### src/rtl/core/tbvs_pkg.sv
package tbvs_pkg;

	localparam int PALETTE_SLOTS = 64;
	localparam int FRAC_BITS = 16;
	localparam int SLOT_W = (PALETTE_SLOTS > 1) ? $clog2(PALETTE_SLOTS) : 1;
	localparam int MAT_ELEMS = 12;
	localparam int ELEM_W = 4;
	localparam int WGT_BITS = 16;
	localparam logic [16:0] WEIGHT_ONE = 17'd65536;
	localparam logic [16:0] SNAP_HIGH = 17'd64225;
	localparam logic [16:0] SNAP_LOW = 17'd1311;
	localparam int NRM_FRAC = 14;
	localparam int ACC_W = 50;
	localparam int MAG_W = 30;
	localparam int LEN2_W = 2 * MAG_W + 2;
	localparam int LEN_W = LEN2_W / 2;
	localparam int SQRT_STEPS = LEN_W;
	localparam int DIV_STEPS = NRM_FRAC + 1;
	localparam int QUEUE_DEPTH = 2;
	localparam int QPTR_W = $clog2(QUEUE_DEPTH);
	localparam int QCNT_W = $clog2(QUEUE_DEPTH + 1);

	typedef enum logic {
		OP_LOAD = 1'b0,
		OP_SKIN = 1'b1
	} op_t;

	typedef struct packed {
		logic [MAT_ELEMS-1:0][31:0] ea;
		logic [MAT_ELEMS-1:0][31:0] eb;
		logic [16:0]                w;
		logic [2:0][31:0]           pos;
		logic [2:0][15:0]           nrm;
	} item_t;

endpackage

### src/rtl/core/tbvs_fifo.sv
module tbvs_fifo (
	input  logic            clk,
	input  logic            arst_n,
	input  logic            push,
	input  tbvs_pkg::item_t din,
	output logic            full,
	input  logic            pop,
	output logic            empty,
	output tbvs_pkg::item_t dout
);
	import tbvs_pkg::*;

	item_t             mem_q [QUEUE_DEPTH];
	logic [QPTR_W-1:0] wp_q;
	logic [QPTR_W-1:0] rp_q;
	logic [QCNT_W-1:0] cnt_q;
	logic              do_push;
	logic              do_pop;

	assign full    = (cnt_q == QCNT_W'(QUEUE_DEPTH));
	assign empty   = (cnt_q == '0);
	assign do_push = push && !full;
	assign do_pop  = pop && !empty;
	assign dout    = mem_q[rp_q];

	always_ff @(posedge clk or negedge arst_n) begin
		if (!arst_n) begin
			wp_q  <= '0;
			rp_q  <= '0;
			cnt_q <= '0;
		end else begin
			if (do_push) begin
				wp_q <= wp_q + 1'b1;
			end
			if (do_pop) begin
				rp_q <= rp_q + 1'b1;
			end
			if (do_push && !do_pop) begin
				cnt_q <= cnt_q + 1'b1;
			end else if (do_pop && !do_push) begin
				cnt_q <= cnt_q - 1'b1;
			end
		end
	end

	always_ff @(posedge clk) begin
		if (do_push) begin
			mem_q[wp_q] <= din;
		end
	end

endmodule

### config.mk
export PLATFORM = sky130hd
export DESIGN_NAME = tbvs_fifo
export DESIGN_NICKNAME = d
export VERILOG_FILES = /design/src/rtl/core/tbvs_pkg.sv /design/src/rtl/core/tbvs_fifo.sv
export SDC_FILE = /design/constraint.sdc
export NUM_CORES = 1
export LEC_CHECK = 0
export ABC_AREA = 1
export ABC_CLOCK_PERIOD_IN_PS = 57300
export BUFFER_PORTS_ARGS = -buffer_cell sky130_fd_sc_hd__clkbuf_2
export CAP_MARGIN = 15
export CORE_AREA = 2 2 731 733
export DETAILED_ROUTE_END_ITERATION = 12
export DIE_AREA = 0 0 733 735
export PLACE_DENSITY_LB_ADDON = 0.1
export SLEW_MARGIN = 20
export SYNTH_ARGS = -nofsm -noshare
export SYNTH_HDL_FRONTEND = slang
export SYNTH_SLANG_ARGS = --single-unit
### constraint.sdc
create_clock -name clk -period 57.3 [get_ports clk]
set_input_delay 11.46 -clock clk [delete_from_list [all_inputs] [get_ports clk]]
set_output_delay 11.46 -clock clk [all_outputs]
set_load 0.02 [all_outputs]
==> impl_metrics.toml <==
[floorplanning]
floorplan.initialDensity_pct = 12.76
placement_rows = 268
die_width_um = 733
die_h_um = 735
die-area_um2 = 538800
io-pin-count = 1864
placeableCoreArea_um2 = 531100

[placed_design]
final_weighted_congestion_in_routability_driven_placement = 0.8625
place.port_buffers = 1863
place_inst = 13620
place_hpwl_mm = 293.1

[yosys]
yosys_warnings = 0
postSynthRegisterBits = 1862
net_count_of_the_mapped_netlist = 5818
synth_cell_type_count = 17
syn-cell-area_um2 = 67790
postSynthCellCount = 4884
seq_area_frac_synth_pct = 82.45
post_synth.cell_area_avg_um2 = 13.88

[setup_path]
crit-reg2reg-capture = "mem_q[1][384]"
critPathCaptureType = "primary output"
timing.rr.start = "cnt_q[0]"
timing.reg2reg.worst_path_depth = 7
required_ns = 45.84
reg2reg_setup_slack_ns = 51.52
cp_data_arrival_time_ns = 7.75
worst-setup-path-type = "reg2out"
cp_max_fo = 124
worst_setup_path_start_kind = "flip-flop"

[global_routing]
grt_antenna_before_repair = 238
grtUsageTotal_pct = 13.32
grt_most_used_layer = "met2"
grt_pass1_wl_mm = 478.0
global_route.usage.met3_pct = 6.113
grtUsageMet1_pct = 13.15
globalRoute.totalOverflow = 0
met2_layer_usage_reported_by_global_route_pct = 24.40
grt_start_max_net_pins = 146
first_global_vias = 46740

[sta]
grt_setup_unrepaired = "false"
relSlewSlack_pct = 17.03
skew_ns = 0.1127
finalSetupViolations = 0
max_freq_mhz = 52.06
report.final.slew_viol_count = 0
finalHoldViolations = 0
worst_pin_slew_ns = 1.245
min_period_over_period_pct = 33.52
final.min_clock_period_ns = 19.21
total_negative_setup_slack_ns = 0

[worst_hold_path]
holdPathStages = 2
hp-class = "reg2reg"
hold_ep = "wp_q"
worst_hold_startpoint = "wp_q"

[clock_tree]
hold_buffers = 0
cts.repair_timing.setup_buffer_count = 0
cts_tree = "done"
cts_root_buffer = "sky130_fd_sc_hd__clkbuf_16"
htree_levels = 4
clock_latency_ns = 0.94
numCtsBuffers = 240
clk_path_buf_depth = 4
tritoncts_num_sinks = 1862
clk_pin_slew_ns = 0.06
post_cts.resized_instances = 0

[routing]
routedWlPerCell_um = 26.52
post_drt_via_cell_ratio = 3.255
post-route-drc-count = 0
postRouteWirelength_mm = 374.3
detail_route.first_pass.iterations = 5
drt.antenna.violating_nets = 0
detail_route.iter0.violations = 2598
vias = 45940

[layout]
layout-drive-gt1-share_pct = 31.54
finalNonFillerCells = 14110
area.growth.synth_to_final_pct = 36.51
fillers = 58700
final_net_count = 7775

[pwr]
ir_drop_worst_case_vdd_v = 0.00003697
power.density_nw_per_um2 = 58.79
power_leakage_nw = 37.20

[run]
max-cap-violations = 0

[run_status]
status = "completed"
[cells in the mapped netlist]
cell type	number	area, um2
sky130_fd_sc_hd__buf_4	61	457.9
sky130_fd_sc_hd__edfxtp_1	1858	55790
sky130_fd_sc_hd__ha_1	1	12.51
sky130_fd_sc_hd__inv_2	1	3.750
sky130_fd_sc_hd__nand3_1	1	5.000
sky130_fd_sc_hd__buf_6	16	180.2
sky130_fd_sc_hd__nor2_1	4	15.01
sky130_fd_sc_hd__nand2_1	2796	10500
sky130_fd_sc_hd__buf_2	125	625.6
sky130_fd_sc_hd__xnor2_1	1	8.760
sky130_fd_sc_hd__inv_1	7	26.28
sky130_fd_sc_hd__nand3b_1	1	7.510
sky130_fd_sc_hd__clkbuf_1	3	11.26
sky130_fd_sc_hd__buf_8	2	30.03
sky130_fd_sc_hd__nand4_1	1	6.260
sky130_fd_sc_hd__dfrtp_1	4	100.1
sky130_fd_sc_hd__o21ai_0	2	10.01
[cells in the final DEF (no fill, tap or decap)]
cell type,n
sky130_fd_sc_hd__nor2_4,1
sky130_fd_sc_hd__inv_6,2
sky130_fd_sc_hd__dfrtp_1,3
sky130_fd_sc_hd__buf_12,6
sky130_fd_sc_hd__clkbuf_16,241
sky130_fd_sc_hd__nand3_1,1
sky130_fd_sc_hd__buf_6,1
sky130_fd_sc_hd__bufinv_16,9
sky130_fd_sc_hd__nand3b_1,1
sky130_fd_sc_hd__dfrtp_4,1
sky130_fd_sc_hd__edfxtp_1,1858
sky130_fd_sc_hd__clkbuf_1,62
sky130_fd_sc_hd__diode_2,62
sky130_fd_sc_hd__nand2_1,2796
sky130_fd_sc_hd__clkinvlp_4,5
sky130_fd_sc_hd__inv_1,6
sky130_fd_sc_hd__clkinv_4,2
sky130_fd_sc_hd__nor2_1,3
sky130_fd_sc_hd__ha_1,1
sky130_fd_sc_hd__inv_16,1
sky130_fd_sc_hd__o21ai_0,2
sky130_fd_sc_hd__clkinv_16,6
sky130_fd_sc_hd__inv_8,2
sky130_fd_sc_hd__clkinv_1,78
sky130_fd_sc_hd__clkbuf_2,1863
sky130_fd_sc_hd__clkinv_2,23
sky130_fd_sc_hd__buf_4,52
sky130_fd_sc_hd__xnor2_1,1
sky130_fd_sc_hd__clkinv_8,2
sky130_fd_sc_hd__nand4_1,1
[how the worst max path moves through the flow]
stage / slack (ns) / depth (start not counted) / end / start
6_report: 38.09 / 10 / dout[272] / rp_q
5_1_grt: 37.46 / 10 / dout[626] / rp_q
4_1_cts: 37.82 / 10 / dout[269] / rp_q
3_5_place_dp: 38.92 / 10 / dout[212] / rp_q
3_3_place_gp: 39.02 / 10 / dout[625] / rp_q
2_1_floorplan: 5.10 / 2 / mem_q[1][0] / push
[worst max-delay path, cell delays in order, from the launching register on]
cell,delay (ns)
sky130_fd_sc_hd__dfrtp_4,0.90
sky130_fd_sc_hd__buf_4,0.90
sky130_fd_sc_hd__buf_12,0.59
sky130_fd_sc_hd__buf_4,0.64
sky130_fd_sc_hd__buf_4,0.72
sky130_fd_sc_hd__buf_4,0.63
sky130_fd_sc_hd__buf_4,0.67
sky130_fd_sc_hd__buf_4,0.78
sky130_fd_sc_hd__nand2_1,0.14
sky130_fd_sc_hd__nand2_1,0.11
sky130_fd_sc_hd__clkbuf_2,0.18
[metal layers]
layer / vias up / part of all wire (%)
met5: - / 0.30
met4: 170 / 4.1
met3: 790 / 10
met2: 1979 / 51
met1: 22390 / 34
li1: 20610 / -
[cell type report]
| cell class | instances | area [um2] | area share, % |
|---|---|---|---|
| Antenna cell | 62 | 155.1 | 0.1677 |
| Clock buffer | 303 | 6264 | 6.768 |
| Clock inverter | 128 | 983.4 | 1.063 |
| Inverter | 8 | 45.04 | 0.04867 |
| Multi-Input combinational cell | 2807 | 10570 | 11.42 |
| Sequential cell | 1862 | 55900 | 60.40 |
| Tap cell | 7020 | 8783 | 9.491 |
| Timing Repair Buffer | 1922 | 9846 | 10.64 |
[sequential cells by signal, summed over array words and instances (netlist names)]
name / flops
cnt_q: 2
mem_q: 1858
rp_q: 1
wp_q: 1
[cells by family (layout without fill, tap and decap cells)]
| kind of cell | count (synthesis) | count (layout) | synth area share, % |
|---|---|---|---|
| other | 0 | 62 | 0 |
| and+or+nand+nor | 2803 | 2803 | 15.53 |
| adders and majority gates | 1 | 1 | 0.01845 |
| buffers and inverters | 215 | 2361 | 1.969 |
| AOI/OAI and AO/OA | 2 | 2 | 0.01477 |
| xor gates and xnor gates | 1 | 1 | 0.01292 |
| DFF | 1862 | 1862 | 82.45 |
[power by group]
part           switching, mW  total (mW)  internal, mW
registers             0.0847        1.94          1.86
clock network          0.609        1.42         0.807
logic                   1.66        2.08         0.415
[through the flow]
| step | area [um2] | worst slack, ns | power (mW) | hold WS (ns) | utilization [%] |
|---|---|---|---|---|---|
| after floorplan | 67790 | 5.095 | 3.446 | 0.4490 | - |
| after global placement | 85140 | 39.02 | 4.172 | 0.4678 | 16.03 |
| after detailed placement | 85140 | 38.92 | 4.163 | 0.4694 | 16.03 |
| after CTS | 92390 | 37.82 | 5.621 | 0.4835 | 17.39 |
| after global routing | 92460 | 37.46 | 5.750 | 0.5396 | 17.41 |
| final | 92540 | 38.09 | 5.440 | 0.4892 | 17.42 |
No activity file was read; power rests on OpenSTA's default activity.
